==> config.mk <==
export PLATFORM = sky130hd
export DESIGN_NAME = tfn_root_step
export DESIGN_NICKNAME = d
export VERILOG_FILES = /design/src/rtl/core/tfn_pkg.sv /design/src/rtl/core/tfn_root_step.sv
export SDC_FILE = /design/constraint.sdc
export NUM_CORES = 2
export LEC_CHECK = 0
export BUFFER_PORTS_ARGS = -buffer_cell sky130_fd_sc_hd__buf_2
export CORE_AREA = 2 2 526 528
export CTS_CLUSTER_SIZE = 10
export DETAILED_ROUTE_END_ITERATION = 8
export DIE_AREA = 0 0 528 530
export PLACE_DENSITY = 0.4
export SLEW_MARGIN = 0
export SYNTH_ARGS = -nofsm -noshare
export SYNTH_HDL_FRONTEND = slang
export SYNTH_SLANG_ARGS = --single-unit
==> constraint.sdc <==
create_clock -name clk -period 2.6 [get_ports clk]
set_clock_uncertainty 0.15 [all_clocks]
set_input_delay 0 -clock clk [delete_from_list [all_inputs] [get_ports clk]]
set_output_delay 0 -clock clk [all_outputs]
set_load 0.02 [all_outputs]
==> src/rtl/core/tfn_pkg.sv <==
// Shared widths and the per-stage record of the triangle face normal pipeline.
`default_nettype none
package tfn_pkg;

    localparam int COORD_W    = 16;
    localparam int IN_W       = 9 * COORD_W;
    localparam int EDGE_W     = COORD_W + 1;
    localparam int PROD_W     = 2 * EDGE_W;
    localparam int CROSS_W    = PROD_W + 1;
    localparam int MAG_W      = CROSS_W - 1;
    localparam int HALF_W     = MAG_W / 2;
    localparam int PART_W     = 2 * HALF_W;
    localparam int SQ_W       = 2 * MAG_W;
    localparam int LEN_W      = SQ_W + 2;
    localparam int K_W        = 15;
    localparam int STEP_CNT   = K_W;
    localparam int FRAC_SHIFT = 28;
    localparam int P_W        = LEN_W + K_W;
    localparam int REM_W      = P_W + K_W + 2;
    localparam int OUT_W      = 16;

    // Cross product, one signed component per lane.
    typedef struct packed {
        logic signed [CROSS_W-1:0] nx;
        logic signed [CROSS_W-1:0] ny;
        logic signed [CROSS_W-1:0] nz;
    } cross_t;

    // State of the digit-by-digit quotient search for all three lanes.
    typedef struct packed {
        logic                       degen;
        logic [2:0]                 neg;
        logic [LEN_W-1:0]           len2;
        logic [2:0][REM_W-1:0]      rem;
        logic [2:0][P_W-1:0]        prod;
        logic [2:0][K_W-1:0]        k;
    } iter_t;

endpackage
`default_nettype wire

==> src/rtl/core/tfn_root_step.sv <==
// One quotient bit of the normalizing search for all three lanes.
`default_nettype none
module tfn_root_step
    import tfn_pkg::*;
#(
    parameter int BIT = 0
)
(
    input  wire logic  clk,
    input  wire logic  rst_n,
    input  wire logic  en,
    input  wire logic  in_valid,
    input  wire iter_t in_iter,
    output logic       out_valid,
    output iter_t      out_iter
);

    iter_t                 iter_next;
    iter_t                 iter_reg;
    logic [2:0][REM_W-1:0] trial;
    logic                  valid_reg;

    // rem holds c*c*2^28 - k*k*len2 and prod holds k*len2, so setting this bit
    // costs (prod << (BIT+1)) + (len2 << 2*BIT) and no multiplier is needed.
    always_comb
    begin
        iter_next = in_iter;
        for (int i = 0; i < 3; i++)
        begin
            trial[i] = (REM_W'(in_iter.prod[i]) << (BIT + 1))
                     + (REM_W'(in_iter.len2) << (2 * BIT));
            if (in_iter.rem[i] >= trial[i])
            begin
                iter_next.rem[i]  = in_iter.rem[i] - trial[i];
                iter_next.prod[i] = in_iter.prod[i] + (P_W'(in_iter.len2) << BIT);
                iter_next.k[i]    = in_iter.k[i] | (K_W'(1) << BIT);
            end
        end
    end

    always_ff @(posedge clk or negedge rst_n)
    begin
        if (!rst_n)
        begin
            valid_reg <= 1'b0;
        end
        else if (en)
        begin
            valid_reg <= in_valid;
        end
    end

    always_ff @(posedge clk)
    begin
        if (en)
        begin
            iter_reg <= iter_next;
        end
    end

    assign out_valid = valid_reg;
    assign out_iter  = iter_reg;

endmodule
`default_nettype wire

# Yosys cells after proc, flatten, opt, wreduce, memory -nomap -nowiden
# Index checks and enable logic that the tools add are counted.
# totals
ff_bits,681
inputBits,684
# classes
muxes,6
add_sub_neg,9
order_cmp,3
# op_table
cell,count
greater-or-equal comparator 102 x 87 -> 1 bit,3
two-way mux 102 bit,3
subtractor 102 x 87 -> 102 bit,3
adder 86 x 70 -> 87 bit,3
adder 85 x 70 -> 85 bit,3
two-way mux 85 bit,3

# Logic depth before layout (Yosys ltp)
# logic_depth
ltp_word,3
mapped_depth,32
ltp_nobuf,30

# Worst setup path before layout
# Ideal clock, no wire load.
# synth_timing
path_kind,input to register
start,in in_iter[130] (netlist bit)
end,"reg iter_reg (netlist bit out_iter[493]), data pin"
setup_time_ns,0.258
arrival_ns,5.858
setup_slack_ns,-3.666
cell_stages,26
required_time_ns,2.192
path_cell_list,ha_1 inv_1 fa_1 nor2b_1 o21a_1 o21ai_0 a21o_1 nand2_1 a21oi_1 o21ai_0 a21boi_0 o21bai_1 a41oi_1 o21ai_0 xnor2_1 ha_1 buf_2 nand4_1 or3_1 o41ai_4 a31oi_1 o31a_1 o31a_1 or3_1 or4_4 xnor2_1
# synth_lines
item,line_no,source
start: declaration,tfn_root_step.sv:13,"input wire iter_t in_iter,"
end signal: assignment,tfn_root_step.sv:57,iter_reg <= iter_next;
end: declaration,tfn_root_step.sv:19,iter_t iter_reg;

==> results.sh <==
export IMPL_total_power_mw=73.0
export IMPL_grt_max_degree=67
export IMPL_remaining_drc_errors=0
export IMPL_arrival_worst_endpoint_ns=6.17
export IMPL_grt_pass1_vias=89700
export IMPL_worst_slew_pin_transition_ns=0.853
export IMPL_yosys_warnings=0
export IMPL_synthToLayoutAreaGrowth_pct=90.9
export IMPL_final_antenna_net_count=0
export IMPL_totalWireLength_mm=463
export IMPL_io_buffer_count=1364
export IMPL_p_leak_nw=59.7
export IMPL_vias_per_cell=5.00
export IMPL_cts_buffers_inserted=101
export IMPL_timing_worst_setup_path_type="in -> reg"
export IMPL_clkTransAtPathRegs_ns=0.06
export IMPL_synth_ff_type="edfxtp_1"
export IMPL_floorplan_initialDensity_pct=24.8
export IMPL_wire_per_inst_um=25.9
export IMPL_drive_gt1_share_pct=44.5
export IMPL_dr_first_iter_drc_count=6129
export IMPL_final_max_slew_viol_count=0
export IMPL_max_cap_violations=0
export IMPL_finalNonFillerCells=17900
export IMPL_layout_area_seq_mm2=0.0204
export IMPL_cts_buffer_depth=4
export IMPL_yosys_top_cells_count="950 x a21oi_1, 891 x nand2_1, 760 x o21ai_0"
export IMPL_start_kind="primary input"
export IMPL_filler_cell_count=27200
export IMPL_min_delay_path_class="in -> reg"
export IMPL_grt_usage_pct=30.9
export IMPL_pre_cts_ws_ns=-4.99
export IMPL_end_kind="register"
export IMPL_placed_cell_area_mm2=0.106
export IMPL_design_area_final_mm2=0.130
export IMPL_synthDistinctLibCells=97
export IMPL_post_synth_top_count_cell="a21oi_1"
export IMPL_h_tree_depth=3
export IMPL_path_delay_family="compound AO/OA/AOI/OAI gates"
export IMPL_dieArea_mm2=0.280
export IMPL_tritoncts="built"
export IMPL_vias=89400
export IMPL_most_area_consuming_cells_after_synthesis="edfxtp_1 30%, ha_1 12%, a21oi_1 7.0%"
export IMPL_timing_critical_path_slowest_cell_delay_ns=0.52
export IMPL_dpl_hpwl_mm=374
export IMPL_mappedNetlistNets=9537
export IMPL_num_rows=193
export IMPL_final_critical_path_setup_slack_ns=-3.14
export IMPL_detail_route_first_pass_iterations=7
export IMPL_placed_cells=16300
export IMPL_design_portCount=1365
export IMPL_globalplace_congestion=0.993
export IMPL_power_density_cell_area_mw_per_mm2=562
export IMPL_failed_checks="hold timing, setup timing"
export IMPL_cts_sinks=681
export IMPL_syn_instance_count=8166
export IMPL_nets=15500
export IMPL_timing_max_slew_rel_slack_pct=43.0
export IMPL_syn_avg_cell_area_um2=8.33
export IMPL_root_buffer="clkbuf_16"
export IMPL_post_synth_top_area_cell="edfxtp_1"
export IMPL_synth_edf_count=680
export IMPL_holdWs_ns=-0.558
export IMPL_global_route_overflow_total=0
export IMPL_timing_fmax_mhz=174
export IMPL_mappedNetlistArea_mm2=0.0680
export IMPL_final_min_period_over_clock_period_pct=221
export IMPL_seq_area_frac_synth_pct=30.1
export IMPL_clk_latency_ns=0.82
export IMPL_dieWidth_um=528
export IMPL_postSynthRegisterBits=681
export IMPL_post_route_min_period_ns=5.74
export IMPL_multi_input_area_mm2=0.0511
export IMPL_crit_slowest_cell="a211oi_4"
export IMPL_synth_largest_type_area_fraction_pct=30.0
export IMPL_critical_path_peak_fanout=5
export IMPL_totalNegativeSetupSlack_ns=-1641.71
export IMPL_grt_antenna_before_repair=184
export IMPL_coreArea_mm2=0.275
export IMPL_run_status="finished, violations left"
export IMPL_critPathRequiredTime_ns=3.04
export IMPL_setup_viol=564
export IMPL_worst_path_buf_inv=7
export IMPL_die_y_um=530
export IMPL_grt_setup_unrepaired="yes"
export IMPL_postSynth_asyncResetShare_pct=0.147
export IMPL_peak_supply_drop_uv=511
export IMPL_postLayoutCoreUtil_pct=47.3
export IMPL_first_pass_grt_wire_length_mm=629
export IMPL_final_hold_violation_count=7
-- where the power goes --
group	internal [mW]	switching (mW)	total [mW]	leakage, nW
sequential	15.2	1.46	16.7	6.67
clock	8.01	5.92	13.9	1.51
combinational	19.7	22.6	42.3	51.5
-- cell usage in the layout (no fill, tap or decap), types with 98 or more instances in the layout --
master | netlist | layout
nand2_1 | 891 | 796
nor2_1 | 566 | 444
o21ai_0 | 760 | 402
nand4_1 | 247 | 247
xor2_1 | 363 | 350
o21ai_1 | 10 | 216
dlygate4sd3_1 | 0 | 1096
nand3_1 | 160 | 143
buf_4 | 10 | 3523
a21o_1 | 502 | 500
inv_1 | 213 | 205
buf_12 | 0 | 98
clkbuf_16 | 0 | 136
o21bai_1 | 150 | 143
edfxtp_1 | 680 | 680
nor3_1 | 126 | 102
xnor2_1 | 409 | 384
a21oi_2 | 0 | 159
a21oi_1 | 950 | 746
ha_1 | 678 | 624
buf_2 | 29 | 1342
o21ai_2 | 1 | 105
-- layer usage --
layer | track usage, % | part of all wire (%)
met1 | 38.9 | 42
met3 | 4.93 | 5.6
met5 | 0 | 0.052
met2 | 51.1 | 47
met4 | 15.3 | 5.7
-- tightest hold or removal path: stages --
cell and delay (ns):
buf_4 0.10, buf_4 0.12, nand2_1 0.04, o21ai_1 0.06
-- final timing paths --
path                              startpoint             to  slack, ns  depth (start not counted)
worst min-delay path            in_iter[216]  out_iter[216]      -0.56                          4
min in group asynchronous              rst_n      out_valid       0.40                          4
worst max-delay path             in_iter[57]  out_iter[389]      -3.14                         32
max in group asynchronous              rst_n      out_valid       1.80                          4
worst min register to register     out_valid      out_valid       0.90                          2
worst max register to register     out_valid      out_valid       1.16                          2
-- cell families (layout without fill, tap and decap cells) --
| kind of cell | after synthesis | after routing | share of synthesized area (%) |
|---|---|---|---|
| XOR/XNOR | 772 | 772 | 9.94 |
| AND/OR/NAND/NOR | 2430 | 2430 | 16.7 |
| adder cells (fa/ha/maj) | 687 | 687 | 12.7 |
| multiplexers | 30 | 30 | 0.487 |
| other | 0 | 92 | 0 |
| AO/OA/AOI/OAI | 2930 | 2931 | 26.5 |
| buffers and inverters | 636 | 6648 | 3.63 |
| flip-flops | 681 | 681 | 30.1 |
-- repair_timing --
item	in CTS	in global routing
hold buffers	1092	4
pin swaps	136	417
gates resized for setup	393	929
endpoints found under the setup margin	564	564
hold endpoints to repair	1362	11
setup buffers	68	158
gates cloned	28	40
-- area by class of cell --
class	count	share of cell area [%]
multi-input combinational	6850	39.4
clock inverter	52	0.403
timing repair buffer	6264	38.2
sequential	681	15.7
tap	3607	3.48
clock buffer	119	2.01
antenna	92	0.177
inverter	213	0.622
-- sequential cells by signal, indices dropped and copies added (netlist names) --
register and flops:
out_iter 680, out_valid 1
Power figures use the tool's default switching activity.
